## config.mk

```make
export PLATFORM = sky130hd
export DESIGN_NAME = two_wheel_drive_move_controller_core
export DESIGN_NICKNAME = d
export VERILOG_FILES = /design/src/rtl/tdmc_pkg.sv /design/src/rtl/tdmc_target_scale.sv /design/src/rtl/two_wheel_drive_move_controller_core.sv
export SDC_FILE = /design/constraint.sdc
export NUM_CORES = 1
export LEC_CHECK = 0
export ABC_AREA = 1
export CORE_UTILIZATION = 66
export CTS_CLUSTER_DIAMETER = 150
export DETAILED_ROUTE_END_ITERATION = 8
export DONT_BUFFER_PORTS = 1
export PLACE_DENSITY_LB_ADDON = 0.1
export SYNTH_ARGS = -nofsm -noshare
export SYNTH_HDL_FRONTEND = slang
export SYNTH_SLANG_ARGS = --single-unit
```

## constraint.sdc

```tcl
create_clock -name clock -period 7.82 [get_ports clock]
set_input_delay 0.391 -clock clock [delete_from_list [all_inputs] [get_ports clock]]
set_output_delay 0.391 -clock clock [all_outputs]
set_load 0.05 [all_outputs]
```

## src/rtl/tdmc_pkg.sv

```systemverilog
// ----------------------------------------------------------------------------
// tdmc_pkg
// Shared types, codes and sizing constants for the two-wheel drive move
// controller.
// ----------------------------------------------------------------------------
package tdmc_pkg;

   // Counter and target widths
   localparam int COUNT_BITS  = 32;
   localparam int TARGET_BITS = 16;

   // Field widths of the request and response words
   localparam int OPCODE_BITS   = 3;
   localparam int DISTANCE_BITS = 13;
   localparam int DRIVE_BITS    = 9;
   localparam int THROTTLE_BITS = 8;
   localparam int SCALE_BITS    = 8;
   localparam int DIR_BITS      = 2;
   localparam int MODE_BITS     = 3;
   localparam int REPORT_BITS   = 32;

   // Configuration port
   localparam int CSR_INDEX_BITS = 4;
   localparam int CSR_DATA_BITS  = 8;
   localparam logic [CSR_INDEX_BITS-1:0] REG_BASE_THROTTLE = CSR_INDEX_BITS'(0);
   localparam logic [CSR_INDEX_BITS-1:0] REG_TICKS_PER_CM  = CSR_INDEX_BITS'(1);
   localparam logic [SCALE_BITS-1:0]     TICKS_PER_CM_RESET = SCALE_BITS'(39);

   // Distance times scale, before the divide by ten
   localparam int PROD_BITS = DISTANCE_BITS + SCALE_BITS;
   // Divide by ten as a multiply by ceil(2^25 / 10); exact for every product
   localparam int                  RECIP_SHIFT = 25;
   localparam int                  RECIP_BITS  = 22;
   localparam logic [RECIP_BITS-1:0] RECIP_MUL = RECIP_BITS'(3355444);
   localparam int                  QUOT_BITS   = PROD_BITS + RECIP_BITS - RECIP_SHIFT;

   // Common width for target saturation and the distance compare
   localparam int CMP_BITS = (COUNT_BITS + 1 > TARGET_BITS) ? COUNT_BITS + 1 : TARGET_BITS;
   localparam int SAT_BITS = (QUOT_BITS > TARGET_BITS) ? QUOT_BITS + 1 : TARGET_BITS + 1;
   localparam logic [SAT_BITS-1:0] TARGET_MAX = (SAT_BITS'(1) << TARGET_BITS) - SAT_BITS'(1);

   typedef enum logic [OPCODE_BITS-1:0] {
      OP_TICK    = 3'd0,
      OP_FORWARD = 3'd1,
      OP_BACK    = 3'd2,
      OP_LEFT    = 3'd3,
      OP_RIGHT   = 3'd4,
      OP_STOP    = 3'd5,
      OP_ANALOG  = 3'd6
   } opcode_type;

   typedef enum logic [MODE_BITS-1:0] {
      MODE_STOP    = 3'd0,
      MODE_FORWARD = 3'd1,
      MODE_BACK    = 3'd2,
      MODE_LEFT    = 3'd3,
      MODE_RIGHT   = 3'd4,
      MODE_ANALOG  = 3'd5
   } mode_type;

   typedef enum logic [DIR_BITS-1:0] {
      DIR_STOP = 2'd0,
      DIR_FWD  = 2'd1,
      DIR_REV  = 2'd2
   } dir_type;

endpackage

```

## src/rtl/tdmc_target_scale.sv

```systemverilog
// ----------------------------------------------------------------------------
// tdmc_target_scale
// Turns distance times ticks-per-cm-tenths into a tick target: divide by ten
// through a reciprocal multiply, then saturate to the target width.
// ----------------------------------------------------------------------------
module tdmc_target_scale (
   input  logic [tdmc_pkg::PROD_BITS-1:0]   product,
   output logic [tdmc_pkg::TARGET_BITS-1:0] target
);

   logic [tdmc_pkg::PROD_BITS+tdmc_pkg::RECIP_BITS-1:0] recip_prod;
   logic [tdmc_pkg::QUOT_BITS-1:0]                      quotient;
   logic [tdmc_pkg::SAT_BITS-1:0]                       quot_wide;

   // Divide by ten
   assign recip_prod = (tdmc_pkg::PROD_BITS + tdmc_pkg::RECIP_BITS)'(product)
                     * (tdmc_pkg::PROD_BITS + tdmc_pkg::RECIP_BITS)'(tdmc_pkg::RECIP_MUL);
   assign quotient   = recip_prod[tdmc_pkg::RECIP_SHIFT +: tdmc_pkg::QUOT_BITS];

   // Clamp to the largest target
   assign quot_wide = tdmc_pkg::SAT_BITS'(quotient);
   assign target    = (quot_wide > tdmc_pkg::TARGET_MAX)
                    ? tdmc_pkg::TARGET_MAX[tdmc_pkg::TARGET_BITS-1:0]
                    : quot_wide[tdmc_pkg::TARGET_BITS-1:0];

endmodule

```

## src/rtl/two_wheel_drive_move_controller_core.sv

```systemverilog
// Each accepted word passes from the input register into the response register.
// Throughput: one word per cycle unless rsp_stall holds; the mode, counter and
// target update is one registered pass between the input and response registers.
// Reset (synchronous, active high): stop mode, counters and target zero, both
// wheels stopped at zero throttle, base throttle 0, ticks per cm tenths 39.
// ----------------------------------------------------------------------------
// two_wheel_drive_move_controller_core
// Drive mode control for a two-wheel base: counts encoder edges, stops on a
// distance target, reports counts on every mode change and drives analog mode.
// ----------------------------------------------------------------------------
module two_wheel_drive_move_controller_core (
   input  logic                                   clock,
   input  logic                                   reset,
   // request channel
   input  logic                                   req_valid,
   output logic                                   req_stall,
   input  logic [tdmc_pkg::OPCODE_BITS-1:0]       req_opcode,
   input  logic                                   req_use_distance,
   input  logic [tdmc_pkg::DISTANCE_BITS-1:0]     req_distance_cm,
   input  logic signed [tdmc_pkg::DRIVE_BITS-1:0] req_left_drive,
   input  logic signed [tdmc_pkg::DRIVE_BITS-1:0] req_right_drive,
   input  logic                                   req_left_edge,
   input  logic                                   req_right_edge,
   // response channel
   output logic                                   rsp_valid,
   input  logic                                   rsp_stall,
   output logic                                   rsp_report_valid,
   output logic [tdmc_pkg::REPORT_BITS-1:0]       rsp_report_left_count,
   output logic [tdmc_pkg::REPORT_BITS-1:0]       rsp_report_right_count,
   output logic [tdmc_pkg::THROTTLE_BITS-1:0]     rsp_left_throttle,
   output logic [tdmc_pkg::THROTTLE_BITS-1:0]     rsp_right_throttle,
   output logic [tdmc_pkg::DIR_BITS-1:0]          rsp_left_direction,
   output logic [tdmc_pkg::DIR_BITS-1:0]          rsp_right_direction,
   output logic [tdmc_pkg::MODE_BITS-1:0]         rsp_mode,
   // configuration write channel
   input  logic                                   csr_valid,
   output logic                                   csr_ready,
   input  logic [tdmc_pkg::CSR_INDEX_BITS-1:0]    csr_index,
   input  logic [tdmc_pkg::CSR_DATA_BITS-1:0]     csr_data
);

   typedef struct packed {
      logic [tdmc_pkg::THROTTLE_BITS-1:0] power;
      tdmc_pkg::dir_type                  dir;
   } wheel_type;

   // Magnitude and sign of a signed drive; full reverse saturates to 255
   function automatic wheel_type analog_wheel(input logic signed [tdmc_pkg::DRIVE_BITS-1:0] drive);
      wheel_type                        w;
      logic [tdmc_pkg::DRIVE_BITS:0]    neg;
      neg = (tdmc_pkg::DRIVE_BITS + 1)'(0) - {drive[tdmc_pkg::DRIVE_BITS-1], drive};
      if (drive[tdmc_pkg::DRIVE_BITS-1]) begin
         w.power = neg[tdmc_pkg::THROTTLE_BITS] ? '1 : neg[tdmc_pkg::THROTTLE_BITS-1:0];
         w.dir   = tdmc_pkg::DIR_REV;
      end else begin
         w.power = drive[tdmc_pkg::THROTTLE_BITS-1:0];
         w.dir   = tdmc_pkg::DIR_FWD;
      end
      return w;
   endfunction

   // Configuration registers
   logic [tdmc_pkg::THROTTLE_BITS-1:0] base_throttle_ff;
   logic [tdmc_pkg::SCALE_BITS-1:0]    ticks_per_cm_ff;
   logic                               csr_write;
   logic                               base_write;

   // Input register
   logic                                   s1_valid_ff, s1_valid_in;
   logic [tdmc_pkg::OPCODE_BITS-1:0]       s1_opcode_ff;
   logic                                   s1_use_dist_ff;
   logic [tdmc_pkg::PROD_BITS-1:0]         s1_product_ff;
   logic signed [tdmc_pkg::DRIVE_BITS-1:0] s1_left_drive_ff;
   logic signed [tdmc_pkg::DRIVE_BITS-1:0] s1_right_drive_ff;
   logic                                   s1_left_edge_ff;
   logic                                   s1_right_edge_ff;
   logic                                   req_accept;
   logic                                   advance;

   // Controller state
   tdmc_pkg::mode_type                 mode_ff, mode_in;
   logic [tdmc_pkg::COUNT_BITS-1:0]    left_ticks_ff, left_ticks_in;
   logic [tdmc_pkg::COUNT_BITS-1:0]    right_ticks_ff, right_ticks_in;
   logic [tdmc_pkg::TARGET_BITS-1:0]   target_ff, target_in;
   logic [tdmc_pkg::THROTTLE_BITS-1:0] left_power_ff, left_power_in;
   logic [tdmc_pkg::THROTTLE_BITS-1:0] right_power_ff, right_power_in;
   tdmc_pkg::dir_type                  left_dir_ff, left_dir_in;
   tdmc_pkg::dir_type                  right_dir_ff, right_dir_in;

   // Single-pass step signals
   logic [tdmc_pkg::COUNT_BITS-1:0]    left_count;
   logic [tdmc_pkg::COUNT_BITS-1:0]    right_count;
   logic [tdmc_pkg::CMP_BITS-1:0]      count_sum;
   logic                               target_hit;
   logic [tdmc_pkg::TARGET_BITS-1:0]   scaled_target;
   logic                               enter_req;
   logic                               enter;
   tdmc_pkg::mode_type                 enter_mode;
   tdmc_pkg::dir_type                  enter_left_dir;
   tdmc_pkg::dir_type                  enter_right_dir;
   logic                               load_target;
   logic                               analog_drive;
   wheel_type                          left_wheel;
   wheel_type                          right_wheel;
   logic [tdmc_pkg::COUNT_BITS-1:0]    report_left;
   logic [tdmc_pkg::COUNT_BITS-1:0]    report_right;

   // Response register
   logic                               rsp_valid_ff, rsp_valid_in;
   logic                               rsp_report_valid_ff;
   logic [tdmc_pkg::REPORT_BITS-1:0]   rsp_left_count_ff;
   logic [tdmc_pkg::REPORT_BITS-1:0]   rsp_right_count_ff;
   logic [tdmc_pkg::THROTTLE_BITS-1:0] rsp_left_throttle_ff;
   logic [tdmc_pkg::THROTTLE_BITS-1:0] rsp_right_throttle_ff;
   tdmc_pkg::dir_type                  rsp_left_dir_ff;
   tdmc_pkg::dir_type                  rsp_right_dir_ff;
   tdmc_pkg::mode_type                 rsp_mode_ff;

   // Handshakes: advance the input word when the response register is free
   assign advance     = s1_valid_ff & (~rsp_valid_ff | ~rsp_stall);
   assign req_stall   = s1_valid_ff & ~advance;
   assign req_accept  = req_valid & ~req_stall;
   assign s1_valid_in = req_accept | (s1_valid_ff & ~advance);
   assign csr_ready   = 1'b1;
   assign csr_write   = csr_valid & csr_ready;
   assign base_write  = csr_write & (csr_index == tdmc_pkg::REG_BASE_THROTTLE);

   // Configuration registers
   always_ff @(posedge clock) begin
      if (reset) begin
         base_throttle_ff <= '0;
         ticks_per_cm_ff  <= tdmc_pkg::TICKS_PER_CM_RESET;
      end else if (csr_write) begin
         unique case (csr_index)
            tdmc_pkg::REG_BASE_THROTTLE: base_throttle_ff <= csr_data;
            tdmc_pkg::REG_TICKS_PER_CM:  ticks_per_cm_ff  <= csr_data;
            default: ;
         endcase
      end
   end

   // Input register: the distance is scaled on the way in
   always_ff @(posedge clock) begin
      if (reset) begin
         s1_valid_ff <= 1'b0;
      end else begin
         s1_valid_ff <= s1_valid_in;
      end
   end

   always_ff @(posedge clock) begin
      if (req_accept) begin
         s1_opcode_ff      <= req_opcode;
         s1_use_dist_ff    <= req_use_distance;
         s1_product_ff     <= tdmc_pkg::PROD_BITS'(req_distance_cm)
                            * tdmc_pkg::PROD_BITS'(ticks_per_cm_ff);
         s1_left_drive_ff  <= req_left_drive;
         s1_right_drive_ff <= req_right_drive;
         s1_left_edge_ff   <= req_left_edge;
         s1_right_edge_ff  <= req_right_edge;
      end
   end

   tdmc_target_scale u_target_scale (
      .product (s1_product_ff),
      .target  (scaled_target)
   );

   // Count edges, saturating at the top
   assign left_count  = (s1_left_edge_ff && !(&left_ticks_ff))
                      ? left_ticks_ff + tdmc_pkg::COUNT_BITS'(1) : left_ticks_ff;
   assign right_count = (s1_right_edge_ff && !(&right_ticks_ff))
                      ? right_ticks_ff + tdmc_pkg::COUNT_BITS'(1) : right_ticks_ff;
   assign count_sum   = tdmc_pkg::CMP_BITS'(left_count) + tdmc_pkg::CMP_BITS'(right_count);
   assign target_hit  = (mode_ff != tdmc_pkg::MODE_ANALOG) && (mode_ff != tdmc_pkg::MODE_STOP)
                     && (target_ff != '0)
                     && (count_sum >= tdmc_pkg::CMP_BITS'(target_ff));

   assign left_wheel  = analog_wheel(s1_left_drive_ff);
   assign right_wheel = analog_wheel(s1_right_drive_ff);

   // Decode the command
   always_comb begin
      enter_req       = 1'b0;
      enter_mode      = mode_ff;
      enter_left_dir  = left_dir_ff;
      enter_right_dir = right_dir_ff;
      load_target     = 1'b0;
      analog_drive    = 1'b0;
      unique case (s1_opcode_ff)
         tdmc_pkg::OP_TICK: begin
            enter_req       = target_hit;
            enter_mode      = tdmc_pkg::MODE_STOP;
            enter_left_dir  = tdmc_pkg::DIR_STOP;
            enter_right_dir = tdmc_pkg::DIR_STOP;
         end
         tdmc_pkg::OP_FORWARD: begin
            enter_req       = 1'b1;
            enter_mode      = tdmc_pkg::MODE_FORWARD;
            enter_left_dir  = tdmc_pkg::DIR_FWD;
            enter_right_dir = tdmc_pkg::DIR_FWD;
            load_target     = s1_use_dist_ff;
         end
         tdmc_pkg::OP_BACK: begin
            enter_req       = 1'b1;
            enter_mode      = tdmc_pkg::MODE_BACK;
            enter_left_dir  = tdmc_pkg::DIR_REV;
            enter_right_dir = tdmc_pkg::DIR_REV;
            load_target     = s1_use_dist_ff;
         end
         tdmc_pkg::OP_LEFT: begin
            enter_req       = 1'b1;
            enter_mode      = tdmc_pkg::MODE_LEFT;
            enter_left_dir  = tdmc_pkg::DIR_REV;
            enter_right_dir = tdmc_pkg::DIR_FWD;
         end
         tdmc_pkg::OP_RIGHT: begin
            enter_req       = 1'b1;
            enter_mode      = tdmc_pkg::MODE_RIGHT;
            enter_left_dir  = tdmc_pkg::DIR_FWD;
            enter_right_dir = tdmc_pkg::DIR_REV;
         end
         tdmc_pkg::OP_STOP: begin
            enter_req       = 1'b1;
            enter_mode      = tdmc_pkg::MODE_STOP;
            enter_left_dir  = tdmc_pkg::DIR_STOP;
            enter_right_dir = tdmc_pkg::DIR_STOP;
         end
         tdmc_pkg::OP_ANALOG: begin
            enter_req       = 1'b1;
            enter_mode      = tdmc_pkg::MODE_ANALOG;
            analog_drive    = 1'b1;
         end
         default: ;
      endcase
   end

   // A mode change happens only when the mode really differs
   assign enter = enter_req && (mode_ff != enter_mode);

   // Work out the next state and the report
   always_comb begin
      mode_in        = mode_ff;
      left_ticks_in  = left_count;
      right_ticks_in = right_count;
      target_in      = target_ff;
      left_power_in  = left_power_ff;
      right_power_in = right_power_ff;
      left_dir_in    = left_dir_ff;
      right_dir_in   = right_dir_ff;
      report_left    = '0;
      report_right   = '0;
      if (enter) begin
         report_left    = left_count;
         report_right   = right_count;
         mode_in        = enter_mode;
         left_ticks_in  = '0;
         right_ticks_in = '0;
         target_in      = '0;
         left_power_in  = base_throttle_ff;
         right_power_in = base_throttle_ff;
         left_dir_in    = enter_left_dir;
         right_dir_in   = enter_right_dir;
      end
      if (load_target) begin
         target_in = scaled_target;
      end
      if (analog_drive) begin
         left_power_in  = left_wheel.power;
         right_power_in = right_wheel.power;
         left_dir_in    = left_wheel.dir;
         right_dir_in   = right_wheel.dir;
      end
   end

   // Controller state; a base throttle write also loads both wheels
   always_ff @(posedge clock) begin
      if (reset) begin
         mode_ff        <= tdmc_pkg::MODE_STOP;
         left_ticks_ff  <= '0;
         right_ticks_ff <= '0;
         target_ff      <= '0;
         left_power_ff  <= '0;
         right_power_ff <= '0;
         left_dir_ff    <= tdmc_pkg::DIR_STOP;
         right_dir_ff   <= tdmc_pkg::DIR_STOP;
      end else if (base_write) begin
         left_power_ff  <= csr_data;
         right_power_ff <= csr_data;
      end else if (advance) begin
         mode_ff        <= mode_in;
         left_ticks_ff  <= left_ticks_in;
         right_ticks_ff <= right_ticks_in;
         target_ff      <= target_in;
         left_power_ff  <= left_power_in;
         right_power_ff <= right_power_in;
         left_dir_ff    <= left_dir_in;
         right_dir_ff   <= right_dir_in;
      end
   end

   // Response register: load on advance, drop once taken
   assign rsp_valid_in = advance | (rsp_valid_ff & rsp_stall);

   always_ff @(posedge clock) begin
      if (reset) begin
         rsp_valid_ff <= 1'b0;
      end else begin
         rsp_valid_ff <= rsp_valid_in;
      end
   end

   always_ff @(posedge clock) begin
      if (advance) begin
         rsp_report_valid_ff   <= enter;
         rsp_left_count_ff     <= tdmc_pkg::REPORT_BITS'(report_left);
         rsp_right_count_ff    <= tdmc_pkg::REPORT_BITS'(report_right);
         rsp_left_throttle_ff  <= left_power_in;
         rsp_right_throttle_ff <= right_power_in;
         rsp_left_dir_ff       <= left_dir_in;
         rsp_right_dir_ff      <= right_dir_in;
         rsp_mode_ff           <= mode_in;
      end
   end

   assign rsp_valid              = rsp_valid_ff;
   assign rsp_report_valid       = rsp_report_valid_ff;
   assign rsp_report_left_count  = rsp_left_count_ff;
   assign rsp_report_right_count = rsp_right_count_ff;
   assign rsp_left_throttle      = rsp_left_throttle_ff;
   assign rsp_right_throttle     = rsp_right_throttle_ff;
   assign rsp_left_direction     = rsp_left_dir_ff;
   assign rsp_right_direction    = rsp_right_dir_ff;
   assign rsp_mode               = rsp_mode_ff;

`ifndef SYNTHESIS
   // A report goes out exactly when the stepped word changed the mode
   assert property (@(posedge clock) disable iff (reset)
      advance |=> (rsp_report_valid_ff == (mode_ff != $past(mode_ff))))
      else $error("report flag disagrees with mode change");

   // Counters restart from zero after a mode change
   assert property (@(posedge clock) disable iff (reset)
      (advance && enter) |=> (left_ticks_ff == '0 && right_ticks_ff == '0))
      else $error("counters not cleared on mode change");

   // No distance target outside the movement modes
   assert property (@(posedge clock) disable iff (reset)
      (mode_ff == tdmc_pkg::MODE_STOP || mode_ff == tdmc_pkg::MODE_ANALOG)
         |-> (target_ff == '0))
      else $error("target held in stop or analog mode");

   // A pending response always shows the current mode
   assert property (@(posedge clock) disable iff (reset)
      rsp_valid_ff |-> (rsp_mode_ff == mode_ff))
      else $error("response mode differs from state");
`endif

endmodule

```

# Word-level counts from Yosys, hierarchy flattened
# Index checks and enable logic that the tools add are counted.
# totals
ff_bits	254
out_inout_bits	91
# classes
n_addsub	5
multipliers	2
reduce_logical	27
eq_ne	9
magnitude_cmp	2
bitwise	13
mux	30
# ops
op	count
32-bit two-way mux	4
8-bit two-way mux	10
32-bit by 1-bit adder with 32-bit output, second input constant	2
32-bit AND reduction	2
16-bit two-way mux	3
21-bit by 20-bit multiplier with 41-bit output, second input constant	1
32-bit by 32-bit adder with 33-bit output	1
33-bit by 16-bit >= comparator with 1-bit output	1
13-bit by 8-bit multiplier with 21-bit output	1
10-bit two-way mux	2
18-bit by 16-bit greater-than comparator with 1-bit output, second input constant	1
3-bit case mux with 6 select lines	1
1-bit by 9-bit subtractor with 9-bit output, first input constant	2
16-bit nonzero test	1
2-bit case mux with 3 select lines	2
2-bit OR reduction	6
3-bit == test, second input constant	3
2-bit two-way mux	4
3-bit by 2-bit == test with 1-bit output, second input constant	2
1-bit logical AND	6
2-bit AND reduction	3
6-bit OR reduction	1
1-bit AND	5
1-bit NOT	5
14 further kinds	19

# Longest topological paths before layout
# logic_depth
word_depth	13
ltp_mapped	46

# Cells and area by module
# A second synthesis with hierarchy kept.
# unflattened
cells_unflattened	3425
area_unflattened_um2	26163.8
# modules_own_cells
mod	n_inst	area_per_inst_um2	cells_per_inst
two_wheel_drive_move_controller_core	1	17581.9	2345
tdmc_target_scale	1	8582.0	1080

# Worst setup path before layout
# Ideal clock, no wire load.
# synth_timing
path_type	register -> register
startpoint	register s1_product_ff[8] (netlist bit)
endpoint	register target_ff[0] (netlist bit)
path_stages_with_launch	27
t_arrival_ps	5824
slack_ps	1864
path_buffers	1
cell_sequence	edfxtp_1 > ha_1 > inv_1 > fa_1 > inv_1 > fa_1 > inv_1 > fa_1 > inv_1 > fa_1 > fa_1 > ha_1 > ha_1 > nand2_1 > nor2_1 > inv_1 > nor2_1 > inv_1 > nor4_1 > nand3_1 > nand4_1 > xnor2_1 > nor2_1 > buf_2 > nand2_1 > nand2_1 > a21oi_1
# synth_via
elab_chain_len	4
# synth_rtl
element	line_no	source
start: declaration	two_wheel_drive_move_controller_core.sv:72	logic [tdmc_pkg::PROD_BITS-1:0] s1_product_ff;
start signal: assignment	two_wheel_drive_move_controller_core.sv:155	s1_product_ff <= tdmc_pkg::PROD_BITS'(req_distance_cm)
21-bit by 20-bit multiplier with 41-bit output *	tdmc_target_scale.sv:17	* (tdmc_pkg::PROD_BITS + tdmc_pkg::RECIP_BITS)'(tdmc_pkg::RECIP_MUL);
18-bit by 16-bit greater-than comparator with 1-bit output	tdmc_target_scale.sv:22	assign target = (quot_wide > tdmc_pkg::TARGET_MAX)
16-bit two-way mux *	tdmc_target_scale.sv:23	? tdmc_pkg::TARGET_MAX[tdmc_pkg::TARGET_BITS-1:0]
16-bit two-way mux *	two_wheel_drive_move_controller_core.sv:265	if (load_target) begin
end signal: assignment	two_wheel_drive_move_controller_core.sv:294	target_ff <= target_in;
end: declaration	two_wheel_drive_move_controller_core.sv:84	logic [tdmc_pkg::TARGET_BITS-1:0] target_ff, target_in;
# Mark *: on every way between the ends. The rest lies on a longest branch, timed or not.
# A chain may end at the register's enable or synchronous reset.

# Final worst setup path
# layout_timing
startpoint	register left_ticks_ff[20] (netlist bit)
endpoint	register left_ticks_ff[14] (netlist bit)
# layout_via
elab_chain_len	10
word_cells_on_any_way	11
cone_classes	add/sub (2); order compare (1); mux (3); reduce/logical (5)
# layout_rtl
element	line_no	source
start: declaration	two_wheel_drive_move_controller_core.sv:82	logic [tdmc_pkg::COUNT_BITS-1:0] left_ticks_ff, left_ticks_in;
start signal: assignment	two_wheel_drive_move_controller_core.sv:292	left_ticks_ff <= left_ticks_in;
32-bit AND reduction	two_wheel_drive_move_controller_core.sv:170	assign left_count = (s1_left_edge_ff && !(&left_ticks_ff))
1-bit logical NOT	two_wheel_drive_move_controller_core.sv:170	
1-bit logical AND	two_wheel_drive_move_controller_core.sv:170	
32-bit two-way mux	two_wheel_drive_move_controller_core.sv:171	? left_ticks_ff + tdmc_pkg::COUNT_BITS'(1) : left_ticks_ff;
named net left_count, one bit	two_wheel_drive_move_controller_core.sv:91	logic [tdmc_pkg::COUNT_BITS-1:0] left_count;
32-bit by 32-bit adder with 33-bit output	two_wheel_drive_move_controller_core.sv:174	assign count_sum = tdmc_pkg::CMP_BITS'(left_count) + tdmc_pkg::CMP_BITS'(right_count);
33-bit by 16-bit >= comparator with 1-bit output	two_wheel_drive_move_controller_core.sv:177	&& (count_sum >= tdmc_pkg::CMP_BITS'(target_ff));
1-bit logical AND	two_wheel_drive_move_controller_core.sv:177	
1-bit case mux with 2 select lines	two_wheel_drive_move_controller_core.sv:190	unique case (s1_opcode_ff)
1-bit logical AND	two_wheel_drive_move_controller_core.sv:239	assign enter = enter_req && (mode_ff != enter_mode);
named net enter	two_wheel_drive_move_controller_core.sv:97	logic enter;
32-bit two-way mux	two_wheel_drive_move_controller_core.sv:253	if (enter) begin
# The timed path passes the listed nets, and every way through them passes these cells.

==> tab_implementation.tex <==
\begin{tabular}{lr}
\hline
Metric & Value \\
\hline
\multicolumn{2}{l}{\textbf{Outcome}} \\
Status & completed \\
\multicolumn{2}{l}{\textbf{Synthesis}} \\
Prevailing post-synth register cell & edfxtp\_1 \\
Count of cell types in the netlist & 52 \\
Yosys synthesis warning count & 0 \\
Proportion of register bits with asynchronous set or reset after synthesis & 0\% \\
Sequential share of the synthesized area & 25.12\% \\
Syn Inst Count & 3267 \\
Avg Cell Area, Syn & 7.819 sq um \\
Net count of the mapped netlist & 3831 \\
Seq cells post-synth & 254 \\
EDFF count, synth & 133 \\
Syn Std Cell Area & 25550 sq um \\
\multicolumn{2}{l}{\textbf{Timing}} \\
Time the final worst path needs with I/O delays and setup & 6.973 ns \\
Setup repair after global routing missed its margin & false \\
Fraction of the cycle the final worst path needs & 89.17\% \\
Final-report setup violation count & 0 \\
Final Slew Violations & 0 \\
Number of hold violations in the final report & 0 \\
Total negative slack & 0 ns \\
Relative slew slack & 23.91\% \\
Setup Skew & 0.04247 ns \\
Actual slew at the worst max-slew pin & 1.137 ns \\
Maximum clock frequency & 143.4 MHz \\
Worst Slack Setup Final & 0.8472 ns \\
\multicolumn{2}{l}{\textbf{Finish}} \\
Finished layout cell area & 27240 sq um \\
Finished Core Util & 71.97\% \\
Ratio of cells with drive above 1 in the final layout & 2.704\% \\
Final net count & 3834 \\
Synth-to-layout area growth & 6.617\% \\
Multi-input combinational cell area & 16160 sq um \\
FF+latch area & 6416 sq um \\
Antenna diode count & 0 \\
Layout filler cell count & 3025 \\
\multicolumn{2}{l}{\textbf{Place}} \\
Buffers added on ports & 0 \\
Pre-CTS setup slack & 1.099 ns \\
Placer's final routability congestion estimate & 1.084 \\
Area after detailed placement & 25930 sq um \\
Post-DP HPWL & 56590 um \\
\multicolumn{2}{l}{\textbf{Clock tree}} \\
Clock transition at path regs & 0.06 ns \\
Root buffer cell & clkbuf\_16 \\
Clock Latency Late Sink & 0.59 ns \\
Cts bufs inserted & 28 \\
Level count of the clock H-tree & 1 \\
Clock tree from TritonCTS & yes \\
Maximum buffer depth of the clock tree & 3 \\
TritonCTS sink count & 254 \\
\multicolumn{2}{l}{\textbf{Global route}} \\
Largest net degree at the start of global routing & 97 \\
Total gr overflow & 0 \\
Number of global-route vias before repair & 20950 \\
GRT Util Overall & 36.55\% \\
Antenna violations before repair & 0 \\
Global-route wire length before repair & 111700 um \\
\multicolumn{2}{l}{\textbf{Hold path}} \\
Startpoint of the worst hold path & csr\_data[3] \\
Hold Crit Depth & 2 \\
Hold Path Class & in -> reg \\
\multicolumn{2}{l}{\textbf{Routing}} \\
Topmost layer with routed signal wires & met4 \\
DRT Pass-1 Iters & 5 \\
Routed met3 length & 7546 um \\
Vias per cell & 5.657 \\
DR WL met2 & 30760 um \\
Wire length on met1 & 30830 um \\
Routed len/inst & 18.56 um \\
Via count of the routed design & 21510 \\
Remaining antenna violation count after routing & 0 \\
Total wirelength of the detailed-routed design & 70570 um \\
Number of DRC markers after the initial detailed-route iteration & 1966 \\
Number of DRC violations after detailed routing & 0 \\
\multicolumn{2}{l}{\textbf{Worst setup path}} \\
Library cell appearing most often on the critical path & nand2\_1 \\
Crit-path slowest cell & nor2\_8 \\
Start of the worst register-to-register path & left\_ticks\_ff[20] \\
Arrival time at the worst endpoint & 7.48 ns \\
Worst Setup Path Type & reg -> reg \\
Path depth of the worst reg2reg path & 34 \\
Cell family with the largest share of critical-path delay & simple AND/OR/NAND/NOR gates \\
Depth of the critical timing path with buffers and inverters included & 34 \\
Slowest cell delay on critical path & 0.72 ns \\
Critical path launch point type & register \\
Critical path fanouts, max & 64 \\
Critical path buffer and inverter count & 2 \\
Worst setup EP type & register \\
Critical path data required time & 8.33 ns \\
Origin of the worst setup path & left\_ticks\_ff[20] \\
\multicolumn{2}{l}{\textbf{Floorplanning}} \\
Effective utilization at floorplan & 67.50\% \\
Die Span X & 198.7 um \\
Core area & 37840 sq um \\
Die footprint & 39500 sq um \\
Row cnt & 71 \\
I/O pin total & 145 \\
Die Y-Extent & 198.7 um \\
\multicolumn{2}{l}{\textbf{Job}} \\
Number of max-cap violations & 0 \\
\hline
\end{tabular}
[registers in the layout, summed over array words and instances (netlist names), 9 cells and up]
name and cells:
left_ticks_ff 32, s1_left_drive_ff 9, rsp_report_left_count 32, rsp_report_right_count 32, s1_product_ff 21, right_ticks_ff 32
s1_right_drive_ff 9, target_ff 16
[Yosys cell counts (all sizes together), types with 29 or more instances]
library cell | n | share of area (%)
a21oi | 202 | 4.0
clkbuf | 50 | 0.74
dfxtp | 121 | 9.5
edfxtp | 133 | 16
fa | 212 | 17
ha | 298 | 15
inv | 703 | 10
nand2 | 780 | 12
nand3 | 123 | 2.4
nand4 | 35 | 0.86
nor2 | 233 | 3.5
nor3 | 53 | 1.1
o21ai | 81 | 1.6
xnor2 | 29 | 1.0
xor2 | 89 | 3.1
[cell families (layout without fill, tap and decap cells)]
| logic type | count (synthesis) | in the layout | share of synthesized area, % |
|---|---|---|---|
| DFF | 254 | 254 | 25.12 |
| and+or+nand+nor | 1279 | 1279 | 20.98 |
| adders and majority gates | 510 | 510 | 31.21 |
| other | 1 | 1 | 0.01468 |
| xor gates and xnor gates | 118 | 118 | 4.075 |
| AOI/OAI and AO/OA | 330 | 330 | 6.955 |
| buffers and inverters | 775 | 800 | 11.65 |
[metal layers]
layer,vias up,track usage [%]
met1,10180,52.69
met4,0,7.607
met3,96,8.410
met5,-,0
li1,10200,-
met2,1036,56.15
[final cells by class]
cell class | instances | share of cell area (%)
multi-input combinational | 2238 | 59.32
sequential | 254 | 23.56
timing repair buffer | 43 | 1.626
clock inverter | 11 | 0.5237
tap | 511 | 2.347
clock buffer | 41 | 2.899
inverter | 705 | 9.725
[path summary, 6_finish.rpt]
path,endpoint,slack (ns)
worst max register to register,left_ticks_ff[14],0.85
worst min register to register,base_throttle_ff[7],0.46
worst max-delay path,left_ticks_ff[14],0.85
worst min-delay path,base_throttle_ff[3],0.03
[worst register-to-register path: cells and delay by family, from the launching register on]
family | cells | cell delay (ns)
AND/OR/NAND/NOR | 24 | 4.32
AO/OA/AOI/OAI | 4 | 0.83
adder cells (fa/ha/maj) | 2 | 0.60
flip-flops | 1 | 0.42
XOR/XNOR | 2 | 0.41
buffers and inverters | 2 | 0.29
[per-stage QoR]
stage          instances  hold slack (ns)
2_1_floorplan       3267           0.4417
3_3_place_gp        3715           0.4435
3_5_place_dp        3715           0.4483
4_1_cts             3803          0.01436
5_1_grt             3803          0.02885
6_report            3803          0.02771
[repair_timing]
action / in CTS / in global routing
buffers inserted: 0 / 0
hold buffers: 36 / 0
gates resized for setup: 0 / 0
hold endpoints to repair: 126 / 0
[cells in the final DEF (no fill, tap or decap), types with 28 or more instances in the layout]
master and n:
fa_1 212, nand3_1 121, nor2_1 227, dlygate4sd3_1 35
dfxtp_1 121, ha_1 298, inv_1 696, a21oi_1 202
nand4_1 35, clkbuf_16 28, edfxtp_1 133, xor2_1 89
o21ai_0 78, xnor2_1 28, nor3_1 48, nand2_1 772
Power is left out: the tool's default activity adds up to more than one toggle a clock period on the data nets, which glitch-free logic cannot reach.
